<file path="config.mk">
export PLATFORM = sky130hd
export DESIGN_NAME = triggered_servo_ramp_sequencer_unit_flat
export DESIGN_NICKNAME = d
export VERILOG_FILES = /design/src/hdl/tsrs_pkg.sv /design/src/hdl/tsrs_if.sv /design/src/hdl/triggered_servo_ramp_sequencer_unit.sv /design/src/hdl/tsrs_div.sv /design/src/flat_wrapper.sv
export SDC_FILE = /design/constraint.sdc
export NUM_CORES = 1
export LEC_CHECK = 0
export ABC_AREA = 1
export BUFFER_PORTS_ARGS = -buffer_cell sky130_fd_sc_hd__buf_4
export CAP_MARGIN = 0
export CORE_UTILIZATION = 40
export DETAILED_ROUTE_END_ITERATION = 16
export HOLD_SLACK_MARGIN = 0.15
export SLEW_MARGIN = 30
export SYNTH_ARGS = -nofsm -noshare
export SYNTH_HDL_FRONTEND = slang
export SYNTH_SLANG_ARGS = --single-unit
export TNS_END_PERCENT = 30
</file>
<file path="constraint.sdc">
create_clock -name i_clk -period 9.48 [get_ports i_clk]
set_input_delay 0.474 -clock i_clk [delete_from_list [all_inputs] [get_ports i_clk]]
set_output_delay 0.474 -clock i_clk [all_outputs]
set_load 0.005 [all_outputs]
</file>
<file path="src/hdl/tsrs_pkg.sv">
// Package for the triggered servo ramp sequencer: field widths, register
// indexes, reset values and the request/response types of the ramp divider.
// No dependencies.
`default_nettype none

package tsrs_pkg;

    // Field and register widths
    localparam int PW_W    = 12;   // pulse widths in microseconds
    localparam int HOLD_W  = 16;   // hold length and tick counter
    localparam int STEP_W  = 8;    // step length, step count, step index
    localparam int DEB_W   = 8;    // debounce limit and counter
    localparam int CFG_IDX_W = 3;
    localparam int CFG_DATA_W = 16;

    // Register indexes on the configuration channel
    localparam logic [CFG_IDX_W-1:0] REG_PULSE_LOW  = 3'd0;
    localparam logic [CFG_IDX_W-1:0] REG_PULSE_HIGH = 3'd1;
    localparam logic [CFG_IDX_W-1:0] REG_HOLD       = 3'd2;
    localparam logic [CFG_IDX_W-1:0] REG_STEP       = 3'd3;
    localparam logic [CFG_IDX_W-1:0] REG_RAMP_STEPS = 3'd4;
    localparam logic [CFG_IDX_W-1:0] REG_DEBOUNCE   = 3'd5;

    // Reset values
    localparam logic [PW_W-1:0]   RST_PULSE_LOW  = 12'd500;
    localparam logic [PW_W-1:0]   RST_PULSE_HIGH = 12'd1000;
    localparam logic [HOLD_W-1:0] RST_HOLD       = 16'd17000;
    localparam logic [STEP_W-1:0] RST_STEP       = 8'd10;
    localparam logic [STEP_W-1:0] RST_RAMP_STEPS = 8'd40;
    localparam logic [DEB_W-1:0]  RST_DEBOUNCE   = 8'd50;

    // Ramp divider: |delta| * step over ramp_steps
    localparam int DVD_W       = PW_W + STEP_W;
    localparam int DIV_BITS    = 2;                    // quotient bits per cycle
    localparam int DIV_CYCLES  = DVD_W / DIV_BITS;
    localparam int DIV_CNT_W   = $clog2(DIV_CYCLES);

    typedef struct packed {
        logic              start;
        logic [DVD_W-1:0]  dividend;
        logic [STEP_W-1:0] divisor;
    } t_div_req;

    typedef struct packed {
        logic             done;
        logic [DVD_W-1:0] quotient;
    } t_div_rsp;

endpackage

`default_nettype wire

</file>
<file path="src/hdl/tsrs_if.sv">
// Channel interfaces of the sequencer: tick input, result output and
// configuration write. Depends on tsrs_pkg.
`default_nettype none

interface tsrs_in_if;
    import tsrs_pkg::*;
    logic valid;
    logic ready;
    logic sensor_level;
    modport source (output valid, output sensor_level, input ready);
    modport sink   (input valid, input sensor_level, output ready);
endinterface

interface tsrs_out_if;
    import tsrs_pkg::*;
    logic            valid;
    logic            ready;
    logic [PW_W-1:0] pulse_width_us;
    logic            busy_res;
    logic            trigger_seen;
    modport source (output valid, output pulse_width_us, output busy_res,
                    output trigger_seen, input ready);
    modport sink   (input valid, input pulse_width_us, input busy_res,
                    input trigger_seen, output ready);
endinterface

interface tsrs_cfg_if;
    import tsrs_pkg::*;
    logic                  valid;
    logic                  ready;
    logic [CFG_IDX_W-1:0]  index;
    logic [CFG_DATA_W-1:0] data;
    modport source (output valid, output index, output data, input ready);
    modport sink   (input valid, input index, input data, output ready);
endinterface

`default_nettype wire

</file>
<file path="src/hdl/triggered_servo_ramp_sequencer_unit.sv">
// Top level of the triggered servo ramp sequencer: debounce, phase sequencer,
// ramp interpolation and output register. Depends on tsrs_pkg, tsrs_if.sv
// and tsrs_div.
//
// Use:
//  - i_in carries one millisecond tick per transfer with the raw active-low
//    sensor level. o_out returns exactly one result per tick: pulse width,
//    busy flag and the debounce confirmation flag.
//  - i_cfg writes the six registers (index 0..5: pulse low, pulse high, hold,
//    step length, ramp steps, debounce). It is always ready; indexes 6 and 7
//    are ignored. Write only while no tick is in flight.
//  - Flow: i_in.ready is high only in the idle state, so a new tick is taken
//    only once the previous result is in the output register. A tick that
//    lands on an intermediate ramp step goes through ST_MUL, where the
//    |delta| * step product is registered in the divider, and ST_DIV, where
//    the divider works two quotient bits a cycle over the 20-bit dividend
//    and the quotient is then applied, before ST_DONE loads the output
//    register; any other tick goes straight to ST_DONE.
//  - The result sits in an output register; if the receiver stalls, the
//    sequencer finishes the next tick and then waits for the register to
//    free, holding i_in.ready low meanwhile.
//  - Reset (synchronous, active low) restores the register defaults, idle
//    phase, a 500 us pulse, cleared counters and the released sensor flag.
`default_nettype none

module triggered_servo_ramp_sequencer_unit (
    input  wire         i_clk,
    input  wire         i_rst_n,
    tsrs_in_if.sink     i_in,
    tsrs_out_if.source  o_out,
    tsrs_cfg_if.sink    i_cfg
);
    import tsrs_pkg::*;

    // Sequencer states
    localparam logic [1:0] ST_IDLE = 2'd0;
    localparam logic [1:0] ST_MUL  = 2'd1;
    localparam logic [1:0] ST_DIV  = 2'd2;
    localparam logic [1:0] ST_DONE = 2'd3;

    // Servo phases
    localparam logic [1:0] PH_IDLE = 2'd0;
    localparam logic [1:0] PH_UP   = 2'd1;
    localparam logic [1:0] PH_HOLD = 2'd2;
    localparam logic [1:0] PH_DOWN = 2'd3;

    // Configuration registers
    logic [PW_W-1:0]   r_pulse_low;
    logic [PW_W-1:0]   r_pulse_high;
    logic [HOLD_W-1:0] r_hold;
    logic [STEP_W-1:0] r_step_ms;
    logic [STEP_W-1:0] r_ramp_steps;
    logic [DEB_W-1:0]  r_debounce;

    // Architectural state
    logic [1:0]        r_state, n_state;
    logic [1:0]        r_phase, n_phase;
    logic [PW_W-1:0]   r_pulse, n_pulse;
    logic [HOLD_W-1:0] r_tick, n_tick;
    logic [STEP_W-1:0] r_step_idx, n_step_idx;
    logic [DEB_W-1:0]  r_deb_cnt, n_deb_cnt;
    logic              r_released, n_released;
    logic              r_trig, n_trig;

    // Interpolation operands
    logic [PW_W-1:0]   r_from, n_from;
    logic [PW_W-1:0]   r_mag, n_mag;
    logic              r_neg, n_neg;
    logic [STEP_W-1:0] r_istep, n_istep;

    // Output register
    logic              r_out_valid, n_out_valid;
    logic [PW_W-1:0]   r_out_pw, n_out_pw;
    logic              r_out_busy, n_out_busy;
    logic              r_out_trig, n_out_trig;

    t_div_req div_req;
    t_div_rsp div_rsp;

    logic in_xfer;
    logic out_xfer;

    assign i_in.ready  = (r_state == ST_IDLE);
    assign in_xfer     = i_in.valid && i_in.ready;
    assign out_xfer    = o_out.valid && o_out.ready;
    assign i_cfg.ready = 1'b1;

    // Ramp interpolation divider
    tsrs_div u_div (
        .i_clk   (i_clk),
        .i_rst_n (i_rst_n),
        .i_req   (div_req),
        .o_rsp   (div_rsp)
    );

    always_comb begin
        logic [DEB_W-1:0]  deb_inc;
        logic [HOLD_W-1:0] tick_inc;
        logic [STEP_W-1:0] step_inc;
        logic [PW_W-1:0]   ramp_from, ramp_to;
        logic              interp;
        logic [PW_W-1:0]   quo;

        n_state     = r_state;
        n_phase     = r_phase;
        n_pulse     = r_pulse;
        n_tick      = r_tick;
        n_step_idx  = r_step_idx;
        n_deb_cnt   = r_deb_cnt;
        n_released  = r_released;
        n_trig      = r_trig;
        n_from      = r_from;
        n_mag       = r_mag;
        n_neg       = r_neg;
        n_istep     = r_istep;
        n_out_valid = r_out_valid && !out_xfer;
        n_out_pw    = r_out_pw;
        n_out_busy  = r_out_busy;
        n_out_trig  = r_out_trig;

        div_req.start    = 1'b0;
        div_req.dividend = r_mag * r_istep;   // 12 x 8 product, registered in the divider
        div_req.divisor  = r_ramp_steps;

        deb_inc   = r_deb_cnt + 1'b1;
        tick_inc  = r_tick + 1'b1;
        step_inc  = r_step_idx + 1'b1;
        ramp_from = (r_phase == PH_UP) ? r_pulse_low : r_pulse_high;
        ramp_to   = (r_phase == PH_UP) ? r_pulse_high : r_pulse_low;
        interp    = 1'b0;
        quo       = div_rsp.quotient[PW_W-1:0];

        unique case (r_state)
            ST_IDLE: begin
                if (in_xfer) begin
                    // Debounce: a run of low ticks confirms once per press
                    n_trig = 1'b0;
                    if (!i_in.sensor_level) begin
                        if (r_deb_cnt < r_debounce) begin
                            n_deb_cnt = deb_inc;
                            if (deb_inc == r_debounce) begin
                                n_trig     = r_released;
                                n_released = 1'b0;
                            end
                        end
                    end else begin
                        n_deb_cnt  = '0;
                        n_released = 1'b1;
                    end

                    unique case (r_phase)
                        PH_IDLE: begin
                            n_pulse = r_pulse_low;
                            if (n_trig) begin
                                n_phase    = PH_UP;
                                n_step_idx = '0;
                                n_tick     = '0;
                            end
                        end
                        PH_HOLD: begin
                            n_pulse = r_pulse_high;
                            if (tick_inc >= r_hold) begin
                                n_step_idx = '0;
                                n_tick     = '0;
                                n_phase    = PH_DOWN;
                            end else begin
                                n_tick = tick_inc;
                            end
                        end
                        default: begin
                            // Ramp up or down
                            if (tick_inc < {{(HOLD_W-STEP_W){1'b0}}, r_step_ms}) begin
                                n_tick = tick_inc;
                            end else begin
                                n_tick = '0;
                                if (step_inc >= r_ramp_steps) begin
                                    n_pulse    = ramp_to;
                                    n_step_idx = '0;
                                    n_phase    = (r_phase == PH_UP) ? PH_HOLD : PH_IDLE;
                                end else begin
                                    n_step_idx = step_inc;
                                    interp     = 1'b1;
                                    n_from     = ramp_from;
                                    n_neg      = (ramp_to < ramp_from);
                                    n_mag      = (ramp_to < ramp_from) ? (ramp_from - ramp_to)
                                                                       : (ramp_to - ramp_from);
                                    n_istep    = step_inc;
                                end
                            end
                        end
                    endcase
                    n_state = interp ? ST_MUL : ST_DONE;
                end
            end
            ST_MUL: begin
                div_req.start = 1'b1;
                n_state       = ST_DIV;
            end
            ST_DIV: begin
                if (div_rsp.done) begin
                    // Quotient never exceeds |delta|, so no wrap either way
                    n_pulse = r_neg ? (r_from - quo) : (r_from + quo);
                    n_state = ST_DONE;
                end
            end
            ST_DONE: begin
                if (!r_out_valid || out_xfer) begin
                    n_out_valid = 1'b1;
                    n_out_pw    = r_pulse;
                    n_out_busy  = (r_phase != PH_IDLE);
                    n_out_trig  = r_trig;
                    n_state     = ST_IDLE;
                end
            end
            default: n_state = ST_IDLE;
        endcase
    end

    always_ff @(posedge i_clk) begin
        if (!i_rst_n) begin
            r_pulse_low  <= RST_PULSE_LOW;
            r_pulse_high <= RST_PULSE_HIGH;
            r_hold       <= RST_HOLD;
            r_step_ms    <= RST_STEP;
            r_ramp_steps <= RST_RAMP_STEPS;
            r_debounce   <= RST_DEBOUNCE;
        end else if (i_cfg.valid && i_cfg.ready) begin
            unique case (i_cfg.index)
                REG_PULSE_LOW:  r_pulse_low  <= i_cfg.data[PW_W-1:0];
                REG_PULSE_HIGH: r_pulse_high <= i_cfg.data[PW_W-1:0];
                REG_HOLD:       r_hold       <= i_cfg.data[HOLD_W-1:0];
                REG_STEP:       r_step_ms    <= i_cfg.data[STEP_W-1:0];
                REG_RAMP_STEPS: r_ramp_steps <= i_cfg.data[STEP_W-1:0];
                REG_DEBOUNCE:   r_debounce   <= i_cfg.data[DEB_W-1:0];
                default: ;
            endcase
        end
    end

    always_ff @(posedge i_clk) begin
        if (!i_rst_n) begin
            r_state     <= ST_IDLE;
            r_phase     <= PH_IDLE;
            r_pulse     <= RST_PULSE_LOW;
            r_tick      <= '0;
            r_step_idx  <= '0;
            r_deb_cnt   <= '0;
            r_released  <= 1'b1;
            r_trig      <= 1'b0;
            r_out_valid <= 1'b0;
        end else begin
            r_state     <= n_state;
            r_phase     <= n_phase;
            r_pulse     <= n_pulse;
            r_tick      <= n_tick;
            r_step_idx  <= n_step_idx;
            r_deb_cnt   <= n_deb_cnt;
            r_released  <= n_released;
            r_trig      <= n_trig;
            r_out_valid <= n_out_valid;
        end
        r_from     <= n_from;
        r_mag      <= n_mag;
        r_neg      <= n_neg;
        r_istep    <= n_istep;
        r_out_pw   <= n_out_pw;
        r_out_busy <= n_out_busy;
        r_out_trig <= n_out_trig;
    end

    assign o_out.valid          = r_out_valid;
    assign o_out.pulse_width_us = r_out_pw;
    assign o_out.busy_res       = r_out_busy;
    assign o_out.trigger_seen   = r_out_trig;

endmodule

`default_nettype wire

</file>
<file path="src/hdl/tsrs_div.sv">
// Iterative restoring divider for the ramp interpolation, two quotient bits
// per cycle. Depends on tsrs_pkg.
`default_nettype none

module tsrs_div (
    input  wire                 i_clk,
    input  wire                 i_rst_n,
    input  tsrs_pkg::t_div_req  i_req,
    output tsrs_pkg::t_div_rsp  o_rsp
);
    import tsrs_pkg::*;

    logic                 r_busy, n_busy;
    logic                 r_done, n_done;
    logic [DIV_CNT_W-1:0] r_cnt, n_cnt;
    logic [STEP_W-1:0]    r_rem, n_rem;
    logic [DVD_W-1:0]     r_quo, n_quo;
    logic [STEP_W-1:0]    r_div;

    always_comb begin
        logic [STEP_W:0]    t;
        logic [STEP_W-1:0]  rem;
        logic [DVD_W-1:0]   quo;
        logic               ge;
        t      = '0;
        ge     = 1'b0;
        n_busy = r_busy;
        n_done = 1'b0;
        n_cnt  = r_cnt;
        rem    = r_rem;
        quo    = r_quo;
        if (r_busy) begin
            for (int k = 0; k < DIV_BITS; k++) begin
                t   = {rem, quo[DVD_W-1]};
                ge  = (t >= {1'b0, r_div});
                t   = ge ? (t - {1'b0, r_div}) : t;
                rem = t[STEP_W-1:0];
                quo = {quo[DVD_W-2:0], ge};
            end
            n_cnt = r_cnt + 1'b1;
            if (r_cnt == DIV_CNT_W'(DIV_CYCLES - 1)) begin
                n_busy = 1'b0;
                n_done = 1'b1;
            end
        end
        n_rem = rem;
        n_quo = quo;
        if (i_req.start) begin
            n_busy = 1'b1;
            n_cnt  = '0;
            n_rem  = '0;
            n_quo  = i_req.dividend;
        end
    end

    always_ff @(posedge i_clk) begin
        if (!i_rst_n) begin
            r_busy <= 1'b0;
            r_done <= 1'b0;
            r_cnt  <= '0;
        end else begin
            r_busy <= n_busy;
            r_done <= n_done;
            r_cnt  <= n_cnt;
        end
        r_rem <= n_rem;
        r_quo <= n_quo;
        if (i_req.start) begin
            r_div <= i_req.divisor;
        end
    end

    assign o_rsp.done     = r_done;
    assign o_rsp.quotient = r_quo;

endmodule

`default_nettype wire

</file>
<file path="src/flat_wrapper.sv">
// flat-port wrapper written by rule: the top's interface ports become plain ports
module triggered_servo_ramp_sequencer_unit_flat import tsrs_pkg::*;
  (i_clk, i_rst_n, i_in_valid, i_in_sensor_level, i_in_ready, o_out_valid, o_out_pulse_width_us, o_out_busy_res, o_out_trigger_seen, o_out_ready, i_cfg_valid, i_cfg_index, i_cfg_data, i_cfg_ready);
  tsrs_in_if i_in_i ();
  tsrs_out_if o_out_i ();
  tsrs_cfg_if i_cfg_i ();
  input  wire i_clk;
  input  wire i_rst_n;
  input wire logic [$bits(i_in_i.valid)-1:0] i_in_valid;
  input wire logic [$bits(i_in_i.sensor_level)-1:0] i_in_sensor_level;
  output wire logic [$bits(i_in_i.ready)-1:0] i_in_ready;
  output wire logic [$bits(o_out_i.valid)-1:0] o_out_valid;
  output wire logic [$bits(o_out_i.pulse_width_us)-1:0] o_out_pulse_width_us;
  output wire logic [$bits(o_out_i.busy_res)-1:0] o_out_busy_res;
  output wire logic [$bits(o_out_i.trigger_seen)-1:0] o_out_trigger_seen;
  input wire logic [$bits(o_out_i.ready)-1:0] o_out_ready;
  input wire logic [$bits(i_cfg_i.valid)-1:0] i_cfg_valid;
  input wire logic [$bits(i_cfg_i.index)-1:0] i_cfg_index;
  input wire logic [$bits(i_cfg_i.data)-1:0] i_cfg_data;
  output wire logic [$bits(i_cfg_i.ready)-1:0] i_cfg_ready;
  assign i_in_i.valid = i_in_valid;
  assign i_in_i.sensor_level = i_in_sensor_level;
  assign i_in_ready = i_in_i.ready;
  assign o_out_valid = o_out_i.valid;
  assign o_out_pulse_width_us = o_out_i.pulse_width_us;
  assign o_out_busy_res = o_out_i.busy_res;
  assign o_out_trigger_seen = o_out_i.trigger_seen;
  assign o_out_i.ready = o_out_ready;
  assign i_cfg_i.valid = i_cfg_valid;
  assign i_cfg_i.index = i_cfg_index;
  assign i_cfg_i.data = i_cfg_data;
  assign i_cfg_ready = i_cfg_i.ready;
  triggered_servo_ramp_sequencer_unit u_core (.i_clk(i_clk), .i_rst_n(i_rst_n), .i_in(i_in_i), .o_out(o_out_i), .i_cfg(i_cfg_i));
endmodule
</file>
; ---- Word level (Yosys, flattened, before mapping)
; Index checks and enable logic that the tools add are counted.
[op_classes]
add_sub_neg = 10
n_mul = 1
n_div = 0
n_lt_le_gt_ge = 7
n_eq_ne = 20
shifts = 0
mux = 56
bitwise_logic = 4
reduce_logical = 34
[op_table]
columns = cell, count
row1 = 2-to-1 mux 12 bit, 8
row2 = 2-to-1 mux 8 bit, 8
row3 = 2-to-1 mux 16 bit, 3
row4 = one-hot mux 12 bit (2 select lines), 2
row5 = 2-to-1 mux 20 bit, 2
row6 = subtractor 12 bit, 3
row7 = one-hot mux 16 bit (2 select lines), 1
row8 = multiplier 12 x 8 -> 20 bit, 1
row9 = 2-to-1 mux 1 bit, 20
row10 = >= comparator 9 x 8 -> 1 bit, 2
row11 = 2-to-1 mux 2 bit, 9
row12 = AND reduction 2 bit, 9
row13 = adder 16 x 1 -> 16 bit (second input constant), 1
row14 = adder 8 x 1 -> 8 bit (second input constant), 2
row15 = >= comparator 16 bit, 1
row16 = less-than comparator 16 x 8 -> 1 bit, 1
row17 = one-hot mux 8 bit (2 select lines), 1
row18 = subtractor 8 bit, 2
row19 = AND reduction 5 bit, 3
row20 = adder 12 bit, 1
row21 = less-than comparator 12 bit, 1
row22 = nonzero test 2 bit, 5
row23 = AND reduction 3 bit, 3
row24 = == test 8 bit, 1
row25 = other kinds (25), 42
[totals]
reg_bits = 204
latchBits = 0
ramBits = 0
rom_bits = 0
in_bits = 25
out_inout_bits = 17
elab_cells = 160
n_memories = 0

; ---- Longest topological paths before layout
[depth]
depth_word = 10
depth_mapped = 23
mapped_depth_nobuf = 23

; ---- Cells and area by module
; Synthesis repeated with hierarchy kept, for this count alone.
[hier_totals]
hier_cells = 2123
hier_area_um2 = 15711.3
[modules_own_cells]
columns = module, instances, cells_each, area_per_inst_um2, seq_area_each_um2
row1 = triggered_servo_ramp_sequencer_unit, 1, 1782, 13021.2, 3713.6
row2 = tsrs_div, 1, 341, 2690.1, 1121.1

; ---- Least setup slack after synthesis
; No wires, ideal clock.
[synth_timing]
path_type = flip-flop to flip-flop
startpoint = register u_core.r_istep[7]
endpoint = register u_core.u_div.r_quo[14], data pin
setup_time_ns = 0.268
arrival_ns = 4.377
required_ns = 9.212
path_slack_ns = 4.835
path_stages_with_launch = 18
n_path_buf = 1
synth_period_minus_slack_ns = 4.645
path_cell_list = edfxtp_1 clkbuf_1 nand2_1 fa_1 fa_1 inv_1 fa_1 inv_1 fa_1 inv_1 ha_1 a21o_1 a21oi_1 o21ai_0 a21boi_0 o21ai_0 xnor2_1 o21ai_0
[synth_between]
elab_chain_len = 2
[synth_lines]
columns = item, line
row1 = from (decl), triggered_servo_ramp_sequencer_unit.sv:69  ; logic [STEP_W-1:0] r_istep, n_istep;
row2 = from (signal assigned), triggered_servo_ramp_sequencer_unit.sv:265  ; r_istep <= n_istep;
row3 = multiplier 12 x 8 -> 20 bit, triggered_servo_ramp_sequencer_unit.sv:122  ; div_req.dividend = r_mag * r_istep;
row4 = 2-to-1 mux 20 bit, tsrs_div.sv:48  ; if (i_req.start) begin
row5 = via u_core.u_div.n_quo[14], tsrs_div.sv:17  ; logic [DVD_W-1:0] r_quo, n_quo;
row6 = to (signal assigned), tsrs_div.sv:67  ; r_quo <= n_quo;
row7 = to (decl), tsrs_div.sv:17
; The timed path passes the listed nets, and every way through them passes these cells.
; A chain may end at the register's enable or synchronous reset.

; ---- Worst setup path in the final report
; Same ends and word-level chain as after synthesis.

==> impl_metrics.toml <==
[cells_and_area]
postLayoutCellArea_mm2 = 0.0171
stdcell_count = 2610
area_growth_syn_to_layout_pct = 10.1
nNetsFinal = 2288
drive_gt1_share_pct = 6.86
antenna_cells = 0
fill_cells = 3792

[timing]
final-setup-viol-count = 0
fmax_mhz = 205
hold_violations = 0
final.setup.worst_slack_ns = 4.61
finalCritPeriodShare_pct = 51.4
tns_ns = 0
rsz0062_at_grt = "no"
slew_violations = 0
relSlewSlack_pct = 42.2
final.min_clock_period_ns = 4.87
fin_skew_ns = 0.0149
tightest_slew_ns = 0.866
timing.hold.ws_ns = 0.191

[critical_path]
crit_top_cell = "fa_1"
cp.required_ns = 9.76
r2r_end = "u_core.u_div.r_quo[14]"
cp_data_arrival_time_ns = 5.15
critPathLaunchType = "register"
reg2reg_from = "u_core.r_istep[7]"
max_stage_delay_ns = 0.58
critical_path_class = "reg2reg"
reg2regPathDepth = 16
path_cells = "nand2_1, fa_1, fa_1, inv_1, fa_1, inv_1, fa_1, inv_1, ha_1, a21o_1, a21oi_1, o21ai_0, a21boi_0, o21ai_0, xnor2_1, o21ai_0"
crit_fanout = 12
critical_path.slowest_cell = "edfxtp_1"
critPathCaptureType = "register"
rrSetupSlack_ns = 4.61

[route]
drc = 0
via_per_inst = 5.05
postRouteAntennaNets = 0
drt-pass1-iter-count = 6
wire_per_inst_um = 15.1
dr.first_iter.drc_count = 951
vias = 13200
drt-total-wl_um = 39300

[logic_synthesis]
netlist_instances = 2070
synth_area_leader_cell = "dfxtp_1"
syn_area_mm2 = 0.0155
synth_edf_count = 75
ys_async_sr_fraction_pct = 0
avgSynthCellArea_um2 = 7.50
synth_cell_types = 56
synth_area_leaders = "dfxtp_1 (17%), edfxtp_1 (15%), nand2_1 (11%), ha_1 (9.7%), inv_1 (9.4%)"
ys_seq_elements = 204
syn-num-nets = 2279
synth-seq-area-share_pct = 31.1
synth_top_area_share_pct = 16.6
ys.warnings.count = 0
synth.most_common_cell = "nand2_1"
synth_common_cells = "nand2_1 (463), inv_1 (389), a21oi_1 (149), dfxtp_1 (129), o21ai_0 (126)"
synth_ff_type = "dfxtp_1"

[floorplan]
ioPinCount = 42
start_util_pct = 40.9
dieArea_mm2 = 0.0396
fp-row-count = 71
core_mm2 = 0.0379
die_y_um = 199
die_width_um = 199

[cts]
cts.sinks = 204
ctsHtreeMaxLevel = 1
cts-resized-gates = 0
cts_tree = "built"
clk_pin_slew_ns = 0.07
cts_buffers = 26
clockBufferDepth = 3
clk_latency_ns = 0.54
cts_root_buf = "clkbuf_16"

[placed_design]
place.port_buffers = 40
place_congestion = 0.912
dpl.hpwl_um = 30400
place_ws_ns = 4.60
dpl.cell_count = 2561
place_area_mm2 = 0.0162

[pwr]
swShare_pct = 38.3
power_density_mw_per_mm2 = 202
peakVddDrop_v = 0.000132
p_int_uw = 2130
p_seq_share_pct = 34.6
switchingPower_uw = 1330
pwr-share-clk_pct = 29.6
power.leakage_uw = 0.00844
pwr-share-comb_pct = 35.8

[global_routing]
antenna_found_initial = 0
grt_overflow = 0
grt_pass1_wl_um = 64300
grt_pass1_vias = 12700
track_usage_pct = 20.2
grt_max_degree = 81

[min_path]
min_path_type = "in2reg"
hold_depth = 3
hp-start = "i_cfg_data[9]"
min_to = "u_core.r_pulse_high[9]"

[run]
maxCapViolCount = 0

[status]
status = "finished, final reports clean"
-- cells in the final DEF (no fill, tap or decap), drive strengths merged, types with 8 or more instances in the layout --
master and count:
clkinv 9, xnor2 21, buf 48, nand3 92, inv 399, edfxtp 75
xor2 54, o21ai 155, a31oi 12, dfxtp 129, o21bai 9, o211ai 27
nor3 18, nor2 109, fa 63, a21oi 150, nand2 476, clkbuf 34
or2 8, nand4 30, ha 121
-- state kept, by name, indices dropped and copies added (netlist names), 12 cells and up --
signal,flops
u_core.r_from,12
u_core.r_hold,16
u_core.r_pulse,12
u_core.o_out.pulse_width_us,12
u_core.u_div.r_quo,20
u_core.r_pulse_high,12
u_core.r_mag,12
u_core.r_pulse_low,12
u_core.r_tick,16
-- how the worst max path moves through the flow --
| stage | end | start | cells after the start | slack, ns |
|---|---|---|---|---|
| after floorplan | u_core.u_div.r_quo[14] | u_core.r_istep[7] | 17 | 4.83 |
| after global routing | u_core.u_div.r_quo[14] | u_core.r_istep[7] | 16 | 4.25 |
| final | u_core.u_div.r_quo[14] | u_core.r_istep[7] | 16 | 4.61 |
| after detailed placement | u_core.u_div.r_quo[14] | u_core.r_istep[4] | 16 | 4.60 |
| after CTS | u_core.u_div.r_quo[14] | u_core.r_istep[7] | 16 | 4.60 |
| after global placement | u_core.u_div.r_quo[14] | u_core.r_istep[7] | 16 | 4.68 |
-- critical path, delay by kind of cell (launching register included) --
kind | cells | cell delay, ns
adder cells (fa/ha/maj) | 5 | 2.45
buffers and inverters | 3 | 0.14
flip-flops | 1 | 0.58
AO/OA/AOI/OAI | 6 | 1.15
AND/OR/NAND/NOR | 1 | 0.14
XOR/XNOR | 1 | 0.15
-- per-stage QoR --
| step | power (µW) | utilization, % |
|---|---|---|
| after CTS | 3480 | 45.1 |
| final | 3460 | 45.1 |
| after global placement | 2410 | 42.7 |
| after detailed placement | 2440 | 42.7 |
| after floorplan | 2110 | - |
| after global routing | 3710 | 45.1 |
-- area by class of cell --
class	count	area, µm²	area share, %
clock buffers	34	742	4.34
flip-flops and latches	204	4830	28.3
inverters	397	1490	8.72
clock inverters	14	158	0.922
repair buffers	49	370	2.17
multi-input cells	1401	8860	51.8
well taps	511	639	3.74
-- power groups by stage --
| stage | Combinational [µW] | Clock [µW] | Sequential (µW) |
|---|---|---|---|
| floorplan | 954 | 0 | 1160 |
| global placement | 1200 | 0 | 1210 |
| detailed placement | 1230 | 0 | 1210 |
| CTS | 1240 | 1050 | 1200 |
| global route | 1410 | 1080 | 1210 |
| finish | 1240 | 1030 | 1200 |
-- kinds of logic (layout without fill, tap and decap cells) --
kind of cell | Yosys count | after routing | synth area share [%]
adder cells (fa/ha/maj) | 184 | 184 | 17.9
AO/OA/AOI/OAI | 399 | 399 | 14.5
other | 1 | 1 | 0.0241
XOR/XNOR | 75 | 75 | 4.28
flip-flops | 204 | 204 | 31.1
buffers and inverters | 465 | 494 | 11.8
AND/OR/NAND/NOR | 742 | 742 | 20.3
-- routing by layer --
| metal | wire [µm] | GRT usage (%) | share of wire [%] |
|---|---|---|---|
| met2 | 18000 | 33.8 | 46 |
| met4 | 1270 | 7.12 | 3.2 |
| met1 | 18200 | 27.0 | 46 |
| met3 | 1860 | 2.19 | 4.7 |
| met5 | 0 | 0 | 0 |
-- timing repair --
item | 4_1_cts | 5_1_grt
endpoints found under the setup margin | 0 | 0
hold endpoints to repair | 1 | 0
hold buffers | 1 | 0
setup buffers | 0 | 0
Note: power is estimated with default switching activity, not from simulation.
